===== src/rtl/core/lds_pkg.sv =====
package lds_pkg;

  // Default datapath width.
  localparam int unsigned WIDTH_DEF = 32;

  // Result status codes.
  typedef enum logic [1:0] {
    ST_SOLVABLE    = 2'd0,
    ST_NO_SOLUTION = 2'd1,
    ST_BOTH_ZERO   = 2'd2
  } status_e;

  // Commands from the controller to the datapath.
  typedef struct packed {
    logic    load;
    logic    div_start;
    logic    div_final;
    logic    div_step;
    logic    update;
    logic    res_write;
    status_e res_status;
  } lds_cmd_t;

  // Status from the datapath back to the controller.
  typedef struct packed {
    logic r0_zero;
    logic r1_zero;
    logic div_last;
    logic rem_zero;
  } lds_sts_t;

endpackage


===== src/rtl/core/linear_diophantine_solver.sv =====
// Solves a*x + b*y = c for signed 32-bit a, b and c with the extended Euclidean
// algorithm, using quotients and remainders that truncate toward zero. Each beat
// in yields exactly one beat out carrying the status (solvable, no solution, or
// a and b both zero), the gcd as the truncating recursion leaves it (its sign may
// follow the inputs), and the Bezout pair scaled by c/gcd, wrapped to WIDTH bits
// and zero unless the equation is solvable. All work runs through one restoring
// divider that retires one quotient bit per cycle; the products q*s and q*t are
// formed bit by bit alongside it, so no separate multiplier is needed. Each
// Euclid step divides the two latest remainders and then updates remainders and
// coefficients; after the loop, c is divided by the gcd to scale the pair and to
// test solvability, unless a and b are both zero. One item is worked on at a
// time; a finished result sits in an output register, so the next beat may be
// taken while the previous result is still stalled downstream.
module linear_diophantine_solver #(
  parameter int unsigned WIDTH = lds_pkg::WIDTH_DEF
) (
  input  logic               clk_i,
  input  logic               rst_ni,
  input  logic               in_valid_i,
  output logic               in_stall_o,
  input  logic signed [31:0] value_a_i,
  input  logic signed [31:0] value_b_i,
  input  logic signed [31:0] target_c_i,
  output logic               out_valid_o,
  input  logic               out_stall_i,
  output logic [1:0]         status_o,
  output logic signed [31:0] divisor_o,
  output logic signed [31:0] coeff_x_o,
  output logic signed [31:0] coeff_y_o
);
  import lds_pkg::*;

  // Command and status buses between the sequencer and the datapath.
  lds_cmd_t cmd;
  lds_sts_t sts;

  // The controller sequences the loop, counts Euclid steps against the bound
  // of 2*WIDTH + 4 and owns both handshakes.
  lds_ctrl #(
    .WIDTH (WIDTH)
  ) u_ctrl (
    .clk_i       (clk_i),
    .rst_ni      (rst_ni),
    .in_valid_i  (in_valid_i),
    .in_stall_o  (in_stall_o),
    .out_valid_o (out_valid_o),
    .out_stall_i (out_stall_i),
    .cmd_o       (cmd),
    .sts_i       (sts)
  );

  // The datapath holds the remainder sequence, the coefficients, the shared
  // divider and the result register.
  lds_dp #(
    .WIDTH (WIDTH)
  ) u_dp (
    .clk_i      (clk_i),
    .rst_ni     (rst_ni),
    .value_a_i  (value_a_i),
    .value_b_i  (value_b_i),
    .target_c_i (target_c_i),
    .cmd_i      (cmd),
    .sts_o      (sts),
    .status_o   (status_o),
    .divisor_o  (divisor_o),
    .coeff_x_o  (coeff_x_o),
    .coeff_y_o  (coeff_y_o)
  );

endmodule


===== src/rtl/core/lds_dp.sv =====
module lds_dp #(
  parameter int unsigned WIDTH = lds_pkg::WIDTH_DEF
) (
  input  logic               clk_i,
  input  logic               rst_ni,
  input  logic signed [31:0] value_a_i,
  input  logic signed [31:0] value_b_i,
  input  logic signed [31:0] target_c_i,
  input  lds_pkg::lds_cmd_t  cmd_i,
  output lds_pkg::lds_sts_t  sts_o,
  output logic [1:0]         status_o,
  output logic signed [31:0] divisor_o,
  output logic signed [31:0] coeff_x_o,
  output logic signed [31:0] coeff_y_o
);
  import lds_pkg::*;

  localparam int unsigned CNT_W = $clog2(WIDTH);

  typedef logic [WIDTH-1:0] word_t;

  function automatic word_t w_mag(word_t v);
    return v[WIDTH-1] ? word_t'(-v) : v;
  endfunction

  // Remainder sequence and Bezout coefficients.
  word_t r0_q, r1_q, s0_q, s1_q, t0_q, t1_q, c_q;
  // Restoring divider with two Horner accumulators fed by the quotient bits.
  word_t dvd_q, dsr_q, rem_q, ps_q, pt_q;
  logic  qneg_q, nneg_q, fin_q;
  logic [CNT_W-1:0] cnt_q;

  // Result register.
  status_e            status_q;
  logic signed [31:0] divisor_q, coeff_x_q, coeff_y_q;

  word_t          n_sel, d_sel, mul_s, mul_t, rem_nxt, sp_s, sp_t, r_sgn;
  logic [WIDTH:0]   shl;
  logic [WIDTH+1:0] diff;
  logic             qbit;

  always_comb begin
    n_sel   = cmd_i.div_final ? c_q : r0_q;
    d_sel   = cmd_i.div_final ? r0_q : r1_q;
    mul_s   = fin_q ? s0_q : s1_q;
    mul_t   = fin_q ? t0_q : t1_q;
    shl     = {rem_q, dvd_q[WIDTH-1]};
    diff    = {1'b0, shl} - {2'b00, dsr_q};
    qbit    = ~diff[WIDTH+1];
    rem_nxt = qbit ? diff[WIDTH-1:0] : shl[WIDTH-1:0];
    sp_s    = qneg_q ? word_t'(-ps_q) : ps_q;
    sp_t    = qneg_q ? word_t'(-pt_q) : pt_q;
    r_sgn   = nneg_q ? word_t'(-rem_q) : rem_q;
  end

  always_ff @(posedge clk_i) begin
    if (cmd_i.load) begin
      r0_q <= WIDTH'(value_a_i);
      r1_q <= WIDTH'(value_b_i);
      c_q  <= WIDTH'(target_c_i);
      s0_q <= word_t'(1);
      s1_q <= '0;
      t0_q <= '0;
      t1_q <= word_t'(1);
    end
    if (cmd_i.div_start) begin
      dvd_q  <= w_mag(n_sel);
      dsr_q  <= w_mag(d_sel);
      rem_q  <= '0;
      ps_q   <= '0;
      pt_q   <= '0;
      qneg_q <= n_sel[WIDTH-1] ^ d_sel[WIDTH-1];
      nneg_q <= n_sel[WIDTH-1];
      fin_q  <= cmd_i.div_final;
    end
    if (cmd_i.div_step) begin
      dvd_q <= dvd_q << 1;
      rem_q <= rem_nxt;
      ps_q  <= word_t'((ps_q << 1) + (qbit ? mul_s : '0));
      pt_q  <= word_t'((pt_q << 1) + (qbit ? mul_t : '0));
    end
    if (cmd_i.update) begin
      r0_q <= r1_q;
      r1_q <= r_sgn;
      s0_q <= s1_q;
      s1_q <= word_t'(s0_q - sp_s);
      t0_q <= t1_q;
      t1_q <= word_t'(t0_q - sp_t);
    end
    if (cmd_i.res_write) begin
      status_q  <= cmd_i.res_status;
      divisor_q <= 32'(signed'(r0_q));
      if (cmd_i.res_status == ST_SOLVABLE) begin
        coeff_x_q <= 32'(signed'(sp_s));
        coeff_y_q <= 32'(signed'(sp_t));
      end else begin
        coeff_x_q <= '0;
        coeff_y_q <= '0;
      end
    end
  end

  always_ff @(posedge clk_i or negedge rst_ni) begin
    if (!rst_ni) begin
      cnt_q <= '0;
    end else if (cmd_i.div_start) begin
      cnt_q <= '0;
    end else if (cmd_i.div_step) begin
      cnt_q <= cnt_q + 1'b1;
    end
  end

  assign sts_o.r0_zero  = (r0_q == '0);
  assign sts_o.r1_zero  = (r1_q == '0);
  assign sts_o.div_last = (cnt_q == CNT_W'(WIDTH - 1));
  assign sts_o.rem_zero = (rem_q == '0);

  assign status_o  = status_q;
  assign divisor_o = divisor_q;
  assign coeff_x_o = coeff_x_q;
  assign coeff_y_o = coeff_y_q;

endmodule


===== src/rtl/core/lds_ctrl.sv =====
module lds_ctrl #(
  parameter int unsigned WIDTH = lds_pkg::WIDTH_DEF
) (
  input  logic              clk_i,
  input  logic              rst_ni,
  input  logic              in_valid_i,
  output logic              in_stall_o,
  output logic              out_valid_o,
  input  logic              out_stall_i,
  output lds_pkg::lds_cmd_t cmd_o,
  input  lds_pkg::lds_sts_t sts_i
);
  import lds_pkg::*;

  localparam int unsigned ITER_MAX = 2 * WIDTH + 4;
  localparam int unsigned ITER_W   = $clog2(ITER_MAX + 1);

  typedef enum logic [2:0] {
    S_IDLE,
    S_LOOP,
    S_DIV,
    S_UPD,
    S_FDIV,
    S_RES
  } state_e;

  state_e            state_q;
  logic [ITER_W-1:0] iter_q;
  status_e           res_status_q;
  logic              out_valid_q;
  logic              out_free, loop_go;

  assign out_free = !out_valid_q || !out_stall_i;
  assign loop_go  = !sts_i.r1_zero && (iter_q != ITER_W'(ITER_MAX));

  always_comb begin
    cmd_o            = '0;
    cmd_o.res_status = res_status_q;
    case (state_q)
      S_IDLE: cmd_o.load = in_valid_i;
      S_LOOP: begin
        if (loop_go) begin
          cmd_o.div_start = 1'b1;
        end else if (!sts_i.r0_zero) begin
          cmd_o.div_start = 1'b1;
          cmd_o.div_final = 1'b1;
        end
      end
      S_DIV, S_FDIV: cmd_o.div_step = 1'b1;
      S_UPD: cmd_o.update = 1'b1;
      S_RES: begin
        cmd_o.res_write = out_free;
        if (res_status_q == ST_SOLVABLE && !sts_i.rem_zero) begin
          cmd_o.res_status = ST_NO_SOLUTION;
        end
      end
      default: cmd_o = '0;
    endcase
  end

  always_ff @(posedge clk_i or negedge rst_ni) begin
    if (!rst_ni) begin
      state_q      <= S_IDLE;
      iter_q       <= '0;
      res_status_q <= ST_SOLVABLE;
      out_valid_q  <= 1'b0;
    end else begin
      if (cmd_o.res_write) begin
        out_valid_q <= 1'b1;
      end else if (!out_stall_i) begin
        out_valid_q <= 1'b0;
      end
      case (state_q)
        S_IDLE: begin
          if (in_valid_i) begin
            iter_q  <= '0;
            state_q <= S_LOOP;
          end
        end
        S_LOOP: begin
          if (loop_go) begin
            iter_q  <= iter_q + 1'b1;
            state_q <= S_DIV;
          end else if (!sts_i.r0_zero) begin
            res_status_q <= ST_SOLVABLE;
            state_q      <= S_FDIV;
          end else begin
            res_status_q <= sts_i.r1_zero ? ST_BOTH_ZERO : ST_NO_SOLUTION;
            state_q      <= S_RES;
          end
        end
        S_DIV: begin
          if (sts_i.div_last) begin
            state_q <= S_UPD;
          end
        end
        S_UPD: state_q <= S_LOOP;
        S_FDIV: begin
          if (sts_i.div_last) begin
            state_q <= S_RES;
          end
        end
        S_RES: begin
          if (out_free) begin
            state_q <= S_IDLE;
          end
        end
        default: state_q <= S_IDLE;
      endcase
    end
  end

  assign in_stall_o  = (state_q != S_IDLE);
  assign out_valid_o = out_valid_q;

endmodule


===== config.mk =====
export PLATFORM = sky130hd
export DESIGN_NAME = linear_diophantine_solver
export DESIGN_NICKNAME = d
export VERILOG_FILES = /design/src/rtl/core/lds_pkg.sv /design/src/rtl/core/linear_diophantine_solver.sv /design/src/rtl/core/lds_dp.sv /design/src/rtl/core/lds_ctrl.sv
export SDC_FILE = /design/constraint.sdc
export NUM_CORES = 1
export LEC_CHECK = 0
export BUFFER_PORTS_ARGS = -buffer_cell sky130_fd_sc_hd__buf_4
export CAP_MARGIN = 20
export CORE_MARGIN = 2
export CORE_UTILIZATION = 31
export DETAILED_ROUTE_END_ITERATION = 10
export PLACE_DENSITY_LB_ADDON = 0.15
export SLEW_MARGIN = 20
export SYNTH_ARGS = -nofsm -noshare
export SYNTH_HDL_FRONTEND = slang
export SYNTH_SLANG_ARGS = --single-unit

===== constraint.sdc =====
create_clock -name clk_i -period 11.5 [get_ports clk_i]
set_input_delay 0.575 -clock clk_i [delete_from_list [all_inputs] [get_ports clk_i]]
set_output_delay 0.575 -clock clk_i [all_outputs]
set_load 0.02 [all_outputs]

==> run summary <==
Reg area = 15000 sq um
Main synth FF type = edfxtp_1
crit end category = flip-flop
CTS tree = yes
Mean Syn Cell Area = 10.02 sq um
most frequent cells in the layout = edfxtp_1 (484), nor2_1 (362), nand2_1 (357), buf_4 (220), a21oi_1 (189)
clk slew on worst S/H paths = 0.06 ns
io pins = 200
RR Endpoint = u_dp.ps_q[31]
crit path max fanout = 43
Async S/R FF share, synth = 3.579%
die area = 104600 sq um
Post-Synth Simple-Gate Area = 17.30%
RR Startpoint = u_dp.rem_q[3]
Final setup viols = 0
Layout Utilization = 36.21%
routed wl met2 = 43.43 mm
Warnings, synthesis = 0
Clock Sink Count = 503
post-DP HPWL = 67.85 mm
Num CTS Buffers = 61
Initial DRC Count = 1599
CP startpoint kind = flip-flop
WP data arrival = 7.82 ns
Worst EP required = 11.92 ns
Clock Skew = 0.02486 ns
DP Area = 34590 sq um
vias per cell = 5.145
synthesized area = 31640 sq um
vias in the first global route = 24042
num rows = 117
largest family of logic cells by synthesized area = simple AND/OR/NAND/NOR gates
Tightest Hold Check Type = in2reg
Final nets = 3594
PostCTS Resize Cnt = 0
fin area = 36730 sq um
initial antenna violation count = 2
Clock Latency Late Sink = 0.67 ns
Max Cap Viol = 0
Overflow after GRT = 0
Antenna Cells = 0
CORE AREA = 101400 sq um
post-synthesis sequential area ratio = 47.42%
global-route wire length before repair = 145.9 mm
CTS max path bufs = 3
Fin. Hold Viols = 0
met1 WL = 45.84 mm
layout filler cell count = 10289
metal3 WL = 4.217 mm
H-tree levels = 2
commonest non-fill, non-tap cell in the layout = edfxtp_1
crit share post-route = 64.39%
Cells after Synth = 3159
drt first pass iters = 5
flop2flop setup slack = 4.09 ns
Peak Freq = 135.0 MHz
Port-buffer cells = 199
net count after synthesis = 3427
RSZ-0062 raised after global routing = no
Synth Area in Adders = 6.762%
largest net degree at the start of global routing = 130
worst hold stages = 1
Routed Antenna Nets = 0
status = completed
Worst-Margin Slew = 1.108 ns
synth-to-layout area growth = 16.08%
HP Start = target_c_i[21]
Hold Path End = u_dp.c_q[21]
normalized max-slew margin = 24.22%
Tmin final = 7.405 ns
Total GRT Usage = 18.09%
Multi-input gate area = 15830 sq um
Final Max Tran Viols = 0
Initial Utilization = 31.19%
Seq cells post-synth = 503
GPL Wtd Cong = 0.8374
critical path class = reg2reg
R2R cell count = 20
final non-filler cell total = 4747
xor and xnor area share after synthesis = 7.197%
Compound-Gate Fraction of Synth Area = 14.22%
mux share of post-synthesis cell area = 4.318%
DRC Markers = 0
average wire per standard cell = 20.16 um
layout cells sized above 1 = 11.01%
die extent in y = 323.5 um
Die W = 323.5 um
max layer used = met4
WL final = 95.71 mm
Inst Count DP = 4630
Vias = 24421
Final TNS setup = 0 ns
post-synth cell types = 80
Post-synth EDFFs = 484
clk root buf = clkbuf_16
[worst max path at each step]
stage | from | end | slack [ns] | cells after the start
floorplan | u_ctrl.state_q[0] | u_dp.coeff_x_o[0] | 4.98 | 5
global placement | u_dp.rem_q[3] | u_dp.pt_q[30] | 4.30 | 20
detailed placement | u_dp.rem_q[3] | u_dp.ps_q[31] | 4.20 | 20
CTS | u_dp.rem_q[0] | u_dp.ps_q[31] | 4.17 | 20
global route | u_dp.rem_q[0] | u_dp.ps_q[31] | 3.58 | 20
finish | u_dp.rem_q[3] | u_dp.ps_q[31] | 4.09 | 20
[final cells by class]
cell class / instances / share of cell area [%]
flip-flops and latches: 503 / 40.85
inverters: 93 / 0.9572
clock buffers: 72 / 4.462
clock inverters: 44 / 1.342
multi-input cells: 2444 / 43.10
repair buffers: 223 / 4.633
well taps: 1368 / 4.660
[Yosys cell counts, drive strengths merged (21+ instances only)]
cell type	number	share of area [%]
nand3	53	0.84
inv	93	1.1
or4	27	0.65
o21a	23	0.55
o21ai	187	3.0
or3	25	0.51
a31oi	22	0.43
o31ai	43	1.1
a21o	63	1.5
nor3	90	1.4
nand2b	30	0.59
xnor2	95	2.6
and3	30	0.59
buf	21	0.51
mux2i	132	4.2
and2	80	1.6
nor2b	22	0.43
o41ai	22	0.66
xor2	165	4.6
edfxtp	484	46
a21oi	191	3.0
nor2	362	4.3
nor4	28	0.55
a211oi	39	0.93
ha	163	6.4
nand2	361	4.3
clkbuf	98	1.2
[routing by layer]
metal | global-route usage [%] | vias to the layer above
li1 | - | 11937
met1 | 25.48 | 11817
met2 | 28.96 | 542
met3 | 2.691 | 125
met4 | 4.682 | 0
met5 | 0 | -
[what timing repair did]
item | in CTS | in global routing
endpoints found under the hold margin | 18 | 0
hold buffers | 1 | 0
buffers inserted | 0 | 0
[stage by stage]
step	hold WS [ns]	worst slack (ns)
global placement	0.4619	4.304
finish	0.08218	4.095
CTS	0.02298	4.171
detailed placement	0.4748	4.200
global route	0.03438	3.585
floorplan	0.2794	4.975
[cell families (layout without fill, tap and decap cells)]
family,after synthesis,count (layout)
and+or+nand+nor,1173,1173
AOI/OAI and AO/OA,707,707
DFF,503,503
buffers and inverters,212,432
muxes,136,136
adders and majority gates,168,168
xor gates and xnor gates,260,260
[flip-flops by register name (all words and copies together) (netlist names), 3 cells and up]
name            count
u_dp.c_q           32
u_dp.coeff_x_o     32
u_dp.coeff_y_o     32
u_dp.divisor_o     32
u_dp.dsr_q         32
u_dp.dvd_q         32
u_dp.ps_q          32
u_dp.pt_q          32
u_dp.r0_q          32
u_dp.r1_q          32
u_dp.rem_q         32
u_dp.s0_q          32
u_dp.s1_q          32
u_dp.t0_q          32
u_dp.t1_q          32
u_ctrl.iter_q       7
u_dp.cnt_q          5
u_ctrl.state_q      3
[worst max-delay path: stages (launching register included)]
cell,delay (ns)
edfxtp_1,0.49
ha_1,0.38
or4_1,0.51
o21ai_0,0.08
a21oi_1,0.12
a211oi_1,0.78
a211oi_1,0.33
o21bai_1,0.35
and2_4,0.61
nor2_1,0.12
ha_1,0.23
fa_1,0.44
a211oi_1,0.38
o21ai_0,0.30
a21oi_1,0.26
o21ai_0,0.17
o21ai_0,0.55
a21boi_0,0.17
o311ai_0,0.56
a2111o_1,0.23
nand2_1,0.05
Power is not shown: default switching activity piles up to over one toggle a cycle in this logic, so the estimate is an artifact.
